==> config.mk <==
export PLATFORM = sky130hd
export DESIGN_NAME = sliding_window_mean_median_flat
export DESIGN_NICKNAME = d
export VERILOG_FILES = /design/src/rtl/swmm_pkg.sv /design/src/rtl/swmm_if.sv /design/src/rtl/swmm_ram.sv /design/src/rtl/swmm_div.sv /design/src/rtl/sliding_window_mean_median.sv /design/src/flat_wrapper.sv
export SDC_FILE = /design/constraint.sdc
export NUM_CORES = 2
export LEC_CHECK = 0
export ABC_AREA = 1
export BUFFER_PORTS_ARGS = -buffer_cell sky130_fd_sc_hd__buf_2
export CORE_MARGIN = 2
export CORE_UTILIZATION = 55
export CTS_BUF_LIST = sky130_fd_sc_hd__clkbuf_8
export DETAILED_ROUTE_END_ITERATION = 10
export HOLD_SLACK_MARGIN = 0.1
export PLACE_DENSITY_LB_ADDON = 0.12
export SLEW_MARGIN = 20
export SYNTH_ARGS = -nofsm -noshare
export SYNTH_HDL_FRONTEND = slang
export SYNTH_HIERARCHICAL = 1
export SYNTH_SLANG_ARGS = --single-unit
export TNS_END_PERCENT = 30
==> constraint.sdc <==
create_clock -name clock -period 14.4 [get_ports clock]
set_clock_uncertainty 0.15 [all_clocks]
set_input_delay 0 -clock clock [delete_from_list [all_inputs] [get_ports clock]]
set_output_delay 0 -clock clock [all_outputs]
set_load 0.005 [all_outputs]
==> src/rtl/swmm_pkg.sv <==
// swmm_pkg: shared types and constants for the sliding window mean/median block
// no dependencies; used by the interfaces, the divider and the top level
package swmm_pkg;

   localparam int SAMPLE_W = 32;
   localparam int MIN_W    = 5;

   typedef logic signed [SAMPLE_W-1:0] sample_type;
   typedef logic        [MIN_W-1:0]    min_type;

   localparam min_type MIN_RESET = min_type'(1);

endpackage

==> src/rtl/swmm_if.sv <==
// swmm_req_if / swmm_rsp_if: valid/ready channels for samples and results
// depends on swmm_pkg
interface swmm_req_if;
   logic                 valid;
   logic                 ready;
   swmm_pkg::sample_type sample;
   logic                 clear;

   modport source (output valid, sample, clear, input ready);
   modport sink   (input valid, sample, clear, output ready);
endinterface

interface swmm_rsp_if #(parameter int CountW = 5);
   logic                 valid;
   logic                 ready;
   logic [CountW-1:0]    sample_count;
   logic                 stats_valid;
   swmm_pkg::sample_type mean_value;
   swmm_pkg::sample_type median_value;
   logic                 have_samples;
   swmm_pkg::sample_type oldest_value;
   swmm_pkg::sample_type newest_value;

   modport source (output valid, sample_count, stats_valid, mean_value, median_value,
                   have_samples, oldest_value, newest_value, input ready);
   modport sink   (input valid, sample_count, stats_valid, mean_value, median_value,
                   have_samples, oldest_value, newest_value, output ready);
endinterface

==> src/rtl/swmm_ram.sv <==
// swmm_ram: generic single write port, single read port ram with registered read
// no dependencies
module swmm_ram #(
   parameter int Width = 32,
   parameter int Depth = 16
) (
   input  logic                     clock,
   input  logic                     wr_en,
   input  logic [$clog2(Depth)-1:0] wr_addr,
   input  logic [Width-1:0]         wr_data,
   input  logic [$clog2(Depth)-1:0] rd_addr,
   output logic [Width-1:0]         rd_data
);

   logic [Width-1:0] mem [Depth];
   logic [Width-1:0] rd_data_ff;

   // write and registered read
   always_ff @(posedge clock) begin
      if (wr_en) begin
         mem[wr_addr] <= wr_data;
      end
      rd_data_ff <= mem[rd_addr];
   end

   assign rd_data = rd_data_ff;

endmodule

==> src/rtl/swmm_div.sv <==
// swmm_div: serial restoring divider, signed wide dividend by small unsigned divisor
// depends on swmm_pkg; one quotient bit per cycle, truncates toward zero
module swmm_div #(
   parameter int SumW   = 36,
   parameter int CountW = 5
) (
   input  logic                       clock,
   input  logic                       reset,
   input  logic                       start,
   input  logic signed [SumW-1:0]     dividend,
   input  logic        [CountW-1:0]   divisor,
   output logic                       done,
   output swmm_pkg::sample_type       quotient
);

   localparam int CntW = $clog2(SumW + 1);

   logic [SumW-1:0]   mag_ff;
   logic [CountW:0]   rem_ff;
   logic [CntW-1:0]   cnt_ff;
   logic              neg_ff;
   logic              busy_ff;
   logic              done_ff;
   logic [CountW:0]   trial;
   logic              fits;
   swmm_pkg::sample_type q_low;

   // one restoring step
   assign trial = {rem_ff[CountW-1:0], mag_ff[SumW-1]};
   assign fits  = trial >= {1'b0, divisor};

   always_ff @(posedge clock) begin
      if (reset) begin
         busy_ff <= 1'b0;
         done_ff <= 1'b0;
      end else begin
         done_ff <= 1'b0;
         if (start) begin
            busy_ff <= 1'b1;
            cnt_ff  <= CntW'(SumW);
            rem_ff  <= '0;
            neg_ff  <= dividend[SumW-1];
            mag_ff  <= dividend[SumW-1] ? SumW'(-dividend) : SumW'(dividend);
         end else if (busy_ff) begin
            rem_ff <= fits ? (trial - {1'b0, divisor}) : trial;
            mag_ff <= {mag_ff[SumW-2:0], fits};
            cnt_ff <= cnt_ff - 1'b1;
            if (cnt_ff == CntW'(1)) begin
               busy_ff <= 1'b0;
               done_ff <= 1'b1;
            end
         end
      end
   end

   // apply the sign
   assign q_low    = mag_ff[swmm_pkg::SAMPLE_W-1:0];
   assign quotient = neg_ff ? -q_low : q_low;
   assign done     = done_ff;

endmodule

==> src/rtl/sliding_window_mean_median.sv <==
// sliding_window_mean_median: ring of samples with mean, median, oldest and newest
// depends on swmm_pkg, swmm_if, swmm_ram, swmm_div
//
//  channel   dir  handshake          payload
//  req_ch    in   valid/ready        sample, clear
//  rsp_ch    out  valid/ready        sample_count, stats_valid, mean_value,
//                                    median_value, have_samples, oldest/newest
//  csr_*     in   csr_wr_en          csr_wr_data (min_samples)
//
// one transaction at a time; a clear goes straight to the output register, a sample
// reads its oldest entry and, when stats are valid (held samples reach min_samples),
// then runs the rank scan over two ram copies and the serial divider
// reset is synchronous; window empties and min_samples returns to 1
// a result waits in the output register; the next request is taken meanwhile
module sliding_window_mean_median #(
   parameter int WINDOW = 16
) (
   input  logic                  clock,
   input  logic                  reset,
   swmm_req_if.sink              req_ch,
   swmm_rsp_if.source            rsp_ch,
   input  logic                  csr_wr_en,
   input  swmm_pkg::min_type     csr_wr_data
);

   localparam int AW   = $clog2(WINDOW);
   localparam int CW   = $clog2(WINDOW + 1);
   localparam int SumW = swmm_pkg::SAMPLE_W + AW;

   typedef enum logic [3:0] {
      S_IDLE, S_OLD, S_OLDW, S_CAND, S_SCAN, S_EVAL, S_DIVGO, S_DIVW, S_OUT
   } state_type;

   state_type            state_ff;
   logic [AW-1:0]        wp_ff;
   logic [CW-1:0]        n_ff;
   swmm_pkg::min_type    min_ff;
   logic [AW-1:0]        i_ff;
   logic [CW-1:0]        j_ff;
   logic                 pv_ff;
   logic [CW-1:0]        less_ff;
   logic [CW-1:0]        eq_ff;
   logic signed [SumW-1:0] sum_ff;
   swmm_pkg::sample_type oldest_ff, newest_ff, lo_ff, hi_ff, mean_ff;

   logic                 rsp_valid_ff;
   logic [CW-1:0]        rsp_count_ff;
   logic                 rsp_stats_ff, rsp_have_ff;
   swmm_pkg::sample_type rsp_mean_ff, rsp_med_ff, rsp_old_ff, rsp_new_ff;

   logic                 accept;
   logic                 wr_en;
   logic [AW-1:0]        rd_addr_a, rd_addr_b;
   swmm_pkg::sample_type rd_a, rd_b;
   logic                 stats_ok;
   logic                 div_start, div_done;
   swmm_pkg::sample_type div_q;
   logic [CW-1:0]        k1, k2, upper;
   logic signed [swmm_pkg::SAMPLE_W:0] pair_sum;
   swmm_pkg::sample_type median;
   logic                 out_free;

   assign accept   = req_ch.valid && req_ch.ready;
   assign req_ch.ready = (state_ff == S_IDLE);
   assign wr_en    = accept && !req_ch.clear;
   assign stats_ok = (n_ff != '0) && (32'(n_ff) >= 32'(min_ff));
   assign out_free = !rsp_valid_ff || rsp_ch.ready;

   // read addresses: port a holds the oldest entry or the candidate, port b streams
   always_comb begin
      rd_addr_a = i_ff;
      if (state_ff == S_OLD) begin
         rd_addr_a = (n_ff == CW'(WINDOW)) ? wp_ff : '0;
      end
      rd_addr_b = (state_ff == S_CAND) ? '0 : j_ff[AW-1:0];
   end

   // two copies of the ring, written together
   swmm_ram #(.Width(swmm_pkg::SAMPLE_W), .Depth(WINDOW)) u_ram_a (
      .clock, .wr_en, .wr_addr(wp_ff), .wr_data(req_ch.sample),
      .rd_addr(rd_addr_a), .rd_data(rd_a)
   );
   swmm_ram #(.Width(swmm_pkg::SAMPLE_W), .Depth(WINDOW)) u_ram_b (
      .clock, .wr_en, .wr_addr(wp_ff), .wr_data(req_ch.sample),
      .rd_addr(rd_addr_b), .rd_data(rd_b)
   );

   assign div_start = (state_ff == S_DIVGO);

   swmm_div #(.SumW(SumW), .CountW(CW)) u_div (
      .clock, .reset, .start(div_start), .dividend(sum_ff), .divisor(n_ff),
      .done(div_done), .quotient(div_q)
   );

   // sorted positions of the two middle values and the candidate's span
   assign k1    = (n_ff - 1'b1) >> 1;
   assign k2    = n_ff >> 1;
   assign upper = less_ff + eq_ff;

   // median: mean of the two middle values, truncated toward zero
   assign pair_sum = (swmm_pkg::SAMPLE_W+1)'(lo_ff) + (swmm_pkg::SAMPLE_W+1)'(hi_ff);
   assign median   = swmm_pkg::SAMPLE_W'((pair_sum + pair_sum[swmm_pkg::SAMPLE_W]) >>> 1);

   // sequencer, window state and result register
   always_ff @(posedge clock) begin
      if (reset) begin
         state_ff     <= S_IDLE;
         wp_ff        <= '0;
         n_ff         <= '0;
         min_ff       <= swmm_pkg::MIN_RESET;
         rsp_valid_ff <= 1'b0;
         pv_ff        <= 1'b0;
      end else begin
         if (csr_wr_en) begin
            min_ff <= csr_wr_data;
         end
         if (rsp_valid_ff && rsp_ch.ready && state_ff != S_OUT) begin
            rsp_valid_ff <= 1'b0;
         end
         unique case (state_ff)
            S_IDLE: begin
               if (accept) begin
                  if (req_ch.clear) begin
                     wp_ff    <= '0;
                     n_ff     <= '0;
                     state_ff <= S_OUT;
                  end else begin
                     newest_ff <= req_ch.sample;
                     wp_ff     <= (wp_ff == AW'(WINDOW - 1)) ? '0 : wp_ff + 1'b1;
                     if (n_ff != CW'(WINDOW)) begin
                        n_ff <= n_ff + 1'b1;
                     end
                     state_ff <= S_OLD;
                  end
               end
            end
            S_OLD: state_ff <= S_OLDW;
            S_OLDW: begin
               oldest_ff <= rd_a;
               i_ff      <= '0;
               sum_ff    <= '0;
               state_ff  <= stats_ok ? S_CAND : S_OUT;
            end
            S_CAND: begin
               j_ff     <= CW'(1);
               pv_ff    <= 1'b1;
               less_ff  <= '0;
               eq_ff    <= '0;
               state_ff <= S_SCAN;
            end
            S_SCAN: begin
               if (pv_ff) begin
                  if (rd_b < rd_a) begin
                     less_ff <= less_ff + 1'b1;
                  end
                  if (rd_b == rd_a) begin
                     eq_ff <= eq_ff + 1'b1;
                  end
                  if (i_ff == '0) begin
                     sum_ff <= sum_ff + SumW'(rd_b);
                  end
               end
               if (j_ff != n_ff) begin
                  j_ff  <= j_ff + 1'b1;
                  pv_ff <= 1'b1;
               end else begin
                  pv_ff <= 1'b0;
               end
               if (!pv_ff) begin
                  state_ff <= S_EVAL;
               end
            end
            S_EVAL: begin
               if (less_ff <= k1 && k1 < upper) begin
                  lo_ff <= rd_a;
               end
               if (less_ff <= k2 && k2 < upper) begin
                  hi_ff <= rd_a;
               end
               i_ff <= i_ff + 1'b1;
               state_ff <= (CW'(i_ff) == n_ff - 1'b1) ? S_DIVGO : S_CAND;
            end
            S_DIVGO: state_ff <= S_DIVW;
            S_DIVW: begin
               if (div_done) begin
                  mean_ff  <= div_q;
                  state_ff <= S_OUT;
               end
            end
            S_OUT: begin
               if (out_free) begin
                  rsp_valid_ff <= 1'b1;
                  rsp_count_ff <= n_ff;
                  rsp_stats_ff <= stats_ok;
                  rsp_have_ff  <= (n_ff != '0);
                  rsp_mean_ff  <= stats_ok ? mean_ff : '0;
                  rsp_med_ff   <= stats_ok ? median : '0;
                  rsp_old_ff   <= (n_ff != '0) ? oldest_ff : '0;
                  rsp_new_ff   <= (n_ff != '0) ? newest_ff : '0;
                  state_ff     <= S_IDLE;
               end
            end
            default: state_ff <= S_IDLE;
         endcase
      end
   end

   assign rsp_ch.valid        = rsp_valid_ff;
   assign rsp_ch.sample_count = rsp_count_ff;
   assign rsp_ch.stats_valid  = rsp_stats_ff;
   assign rsp_ch.mean_value   = rsp_mean_ff;
   assign rsp_ch.median_value = rsp_med_ff;
   assign rsp_ch.have_samples = rsp_have_ff;
   assign rsp_ch.oldest_value = rsp_old_ff;
   assign rsp_ch.newest_value = rsp_new_ff;

   // checks
   a_count_bound: assert property (@(posedge clock) disable iff (reset)
      n_ff <= CW'(WINDOW)) else $error("held count beyond window");

   a_stats_need_samples: assert property (@(posedge clock) disable iff (reset)
      rsp_valid_ff && rsp_stats_ff |-> rsp_have_ff && rsp_count_ff != '0)
      else $error("stats valid on empty window");

   a_accept_leaves_idle: assert property (@(posedge clock) disable iff (reset)
      accept |=> state_ff != S_IDLE) else $error("transaction accepted but no work started");

endmodule

==> src/flat_wrapper.sv <==
// flat-port wrapper written by rule: the top's interface ports become plain ports
module sliding_window_mean_median_flat 
#(
   parameter int WINDOW = 16
)
  (clock, reset, csr_wr_en, csr_wr_data, req_ch_valid, req_ch_sample, req_ch_clear, req_ch_ready, rsp_ch_valid, rsp_ch_sample_count, rsp_ch_stats_valid, rsp_ch_mean_value, rsp_ch_median_value, rsp_ch_have_samples, rsp_ch_oldest_value, rsp_ch_newest_value, rsp_ch_ready);
  swmm_req_if req_ch_i ();
  swmm_rsp_if #(.CountW(5)) rsp_ch_i ();
  input  logic clock;
  input  logic reset;
  input  logic csr_wr_en;
  input  swmm_pkg::min_type csr_wr_data;
  input wire logic [$bits(req_ch_i.valid)-1:0] req_ch_valid;
  input wire logic [$bits(req_ch_i.sample)-1:0] req_ch_sample;
  input wire logic [$bits(req_ch_i.clear)-1:0] req_ch_clear;
  output wire logic [$bits(req_ch_i.ready)-1:0] req_ch_ready;
  output wire logic [$bits(rsp_ch_i.valid)-1:0] rsp_ch_valid;
  output wire logic [$bits(rsp_ch_i.sample_count)-1:0] rsp_ch_sample_count;
  output wire logic [$bits(rsp_ch_i.stats_valid)-1:0] rsp_ch_stats_valid;
  output wire logic [$bits(rsp_ch_i.mean_value)-1:0] rsp_ch_mean_value;
  output wire logic [$bits(rsp_ch_i.median_value)-1:0] rsp_ch_median_value;
  output wire logic [$bits(rsp_ch_i.have_samples)-1:0] rsp_ch_have_samples;
  output wire logic [$bits(rsp_ch_i.oldest_value)-1:0] rsp_ch_oldest_value;
  output wire logic [$bits(rsp_ch_i.newest_value)-1:0] rsp_ch_newest_value;
  input wire logic [$bits(rsp_ch_i.ready)-1:0] rsp_ch_ready;
  assign req_ch_i.valid = req_ch_valid;
  assign req_ch_i.sample = req_ch_sample;
  assign req_ch_i.clear = req_ch_clear;
  assign req_ch_ready = req_ch_i.ready;
  assign rsp_ch_valid = rsp_ch_i.valid;
  assign rsp_ch_sample_count = rsp_ch_i.sample_count;
  assign rsp_ch_stats_valid = rsp_ch_i.stats_valid;
  assign rsp_ch_mean_value = rsp_ch_i.mean_value;
  assign rsp_ch_median_value = rsp_ch_i.median_value;
  assign rsp_ch_have_samples = rsp_ch_i.have_samples;
  assign rsp_ch_oldest_value = rsp_ch_i.oldest_value;
  assign rsp_ch_newest_value = rsp_ch_i.newest_value;
  assign rsp_ch_i.ready = rsp_ch_ready;
  sliding_window_mean_median #(.WINDOW(WINDOW)) u_core (.clock(clock), .reset(reset), .req_ch(req_ch_i), .rsp_ch(rsp_ch_i), .csr_wr_en(csr_wr_en), .csr_wr_data(csr_wr_data));
endmodule
==> flow_metrics.py <==
metrics = {
    "die": {
        "pin_count": 180,
        "core-area_mm2": 0.127,
        "die_h_um": 361,
        "rows": 131,
        "die-area_mm2": 0.131,
        "initial_core_util": 0.552,
        "die_w_um": 361,
    },
    "timing": {
        "setup_viol": 0,
        "hold_ws_ns": 0.249,
        "post-route-min-period_ns": 4.41,
        "timing.final.max_slew_violations": 0,
        "fmax_mhz": 227,
        "setup_tns_ns": 0,
        "relSlewSlack": 0.204,
        "tightest_slew_ns": 1.19,
        "hold_violations": 0,
        "fin_crit_sh": 0.306,
        "rsz0062_at_grt": "false",
    },
    "power": {
        "ir_drop_uv": 95.0,
        "power.leakage_nw": 34.5,
        "cellPowerDensity_mw_per_mm2": 112,
        "fin_total_pwr_mw": 8.87,
    },
    "synthesis": {
        "ys.flop_type": "edfxtp_1",
        "syn_area_mm2": 0.0702,
        "synth_cells": 7124,
        "yosys_warnings": 6,
        "synth_area_per_cell_um2": 9.86,
        "ys_async_sr_fraction": 0,
        "ys_seq_elements": 1508,
        "synth_seq_area_share": 0.633,
        "synth_edf_count": 1422,
        "synth_cell_types": 58,
        "synth_fp_nets": 7313,
    },
    "placement": {
        "placedInstanceArea_mm2": 0.0726,
        "port_buffers": 179,
        "place_congestion": 0.909,
        "post-dp-hpwl_mm": 110,
    },
    "cells_and_area": {
        "mostFrequentLayoutCell": "nand2_1",
        "final_cell_area_mm2": 0.0789,
        "layout_common_cells": "nand2_1 (2051), edfxtp_1 (1422), inv_1 (1358)",
        "area_growth_pct": 12.3,
        "nets": 7681,
        "drive_gt1_frac": 0.0998,
    },
    "hold_path": {
        "worstHoldStart": "reset",
        "hp-class": "in -> reg",
    },
    "setup_path": {
        "rrSetupSlack_ns": 9.99,
        "crit_required_ns": 15.06,
        "start_kind": "register",
        "path_cells": "inv_1, ha_1, nand3_1, inv_1, nand3_1, o21ai_4, buf_4, inv_6, buf_4, nand2_1, nand3_1, nand3_1, nand3_1, nand2_1",
        "cp_slowest_cell": "inv_6",
        "critPathCaptureType": "register",
        "cp_max_fo": 120,
        "slowest_delay_ns": 0.81,
        "cp.arrival_ns": 5.07,
        "critPathLaunch": "u_core/n_ff[0]$_SDFFE_PP0P_",
        "crit_type": "reg -> reg",
        "reg2reg_from": "u_core/n_ff[0]$_SDFFE_PP0P_",
        "crit_top_cell": "nand3_1",
        "crit_buf_inv": 5,
        "cp_top_family": "buffers and inverters",
    },
    "clock_tree": {
        "cts_tree": "done",
        "cts-buffers-inserted": 236,
        "clkSinkCount": 1508,
        "clock_path_buffers": 3,
        "cts.htree.levels": 4,
        "root_buffer": "clkbuf_8",
        "post_cts_buffers": 0,
        "clk_latency_ns": 0.96,
        "clkSlewWorstSetupHoldPaths_ns": 0.06,
    },
    "global_routing": {
        "grt_first_pass_wirelength_mm": 282,
        "grt_util_all_layers": 0.286,
        "antenna_found_initial": 11,
        "grt_overflow": 0,
        "grt_pass1_vias": 46971,
        "grt_max_degree": 192,
    },
    "flow_run": {
        "drv_cap": 0,
    },
    "routing": {
        "vias_per_cell": 5.32,
        "highest-signal-layer": "met4",
        "first_iter_violations": 4988,
        "drcViolationCount": 0,
        "route.met3.wl_mm": 14.6,
        "ant_nets": 0,
        "route.met2.wl_mm": 86.4,
        "firstDrtPassIters": 6,
        "vias": 49813,
        "wl_per_cell_um": 20.0,
        "drt-total-wl_mm": 187,
        "met1_length_mm": 80.3,
    },
    "run_status": {
        "status": "complete, no violations",
    },
}
==> worst paths after layout <==
kind,endpoint,cells after the start
setup / recovery,u_core/u_ram_a/rd_data[12]$_DFF_P_,14
hold / removal,u_core/i_ff[1]$_SDFFCE_PN0P_,3
setup reg to reg,u_core/u_ram_a/rd_data[12]$_DFF_P_,14
hold reg to reg,u_core/mean_ff[0]$_DFFE_PP_,0
==> tightest hold or removal path: stages <==
cell and delay, ns:
dlygate4sd3_1 0.54, buf_2 0.37, a21oi_1 0.20
==> per-layer routing <==
| layer | GRT usage | vias up |
|---|---|---|
| met3 | 0.0444 | 336 |
| met5 | 0 | - |
| met4 | 0.104 | 0 |
| met2 | 0.457 | 2004 |
| met1 | 0.401 | 23462 |
| li1 | - | 24011 |
==> state kept, by name (all words and copies together), names as in the netlist, 6 cells and up <==
name	cells
u_core/oldest_ff	32
u_core/u_ram_a/mem	512
u_core/sum_ff	36
u_core/rsp_ch.median_value	32
u_core/u_ram_b/rd_data	32
u_core/u_ram_b/mem	512
u_core/u_div/cnt_ff	6
u_core/mean_ff	32
u_core/newest_ff	32
u_core/rsp_ch.mean_value	32
u_core/rsp_ch.newest_value	32
u_core/u_ram_a/rd_data	32
u_core/lo_ff	32
u_core/u_div/mag_ff	36
u_core/rsp_ch.oldest_value	32
u_core/hi_ff	32
==> report_power, final <==
part / total [mW] / internal [mW] / switching (mW) / leakage, nW
clock network: 3.48 / 1.80 / 1.68 / 2.76
registers: 4.91 / 4.86 / 0.0571 / 13.6
logic: 0.476 / 0.144 / 0.332 / 18.1
==> what timing repair did <==
item,in CTS,in global routing
hold endpoints to repair,1343,0
hold buffers,129,0
setup endpoints to repair,0,0
gates resized for setup,0,0
==> layout make-up <==
class	instances	area (um2)
Timing Repair Buffer	378	3080
Antenna cell	4	10.0
Fill cell	10497	48300
Multi-Input combinational cell	4087	19800
Inverter	1281	4820
Tap cell	1662	2080
Sequential cell	1508	44400
Clock buffer	272	3740
Clock inverter	177	897
==> per-stage QoR <==
stage,worst slack [ns],instances,utilization
floorplan,3.76,7124,-
global placement,10.26,8787,0.571
detailed placement,10.09,8787,0.571
CTS,10.08,9365,0.620
global route,9.66,9369,0.620
finish,9.99,9369,0.620
==> cells in the mapped netlist, drive strengths merged (17+ instances only) <==
library cell	n	share of area
nand2	2076	0.11
edfxtp	1422	0.61
inv	1281	0.069
nand3	953	0.069
nor2	350	0.021
buf	197	0.020
a21oi	180	0.013
o21ai	145	0.010
ha	142	0.025
dfxtp	86	0.025
clkbuf	51	0.0027
xor2	48	0.0061
nand4	41	0.0037
nor3	30	0.0023
xnor2	17	0.0021
==> cell families after synthesis <==
logic type | count (synthesis) | synth area share
fa+ha+maj | 146 | 0.0264
flops | 1508 | 0.633
buf+inv | 1529 | 0.0910
simple gates | 3489 | 0.212
xor+xnor | 65 | 0.00822
compound gates | 387 | 0.0299
(Power assumes the default switching activity.)
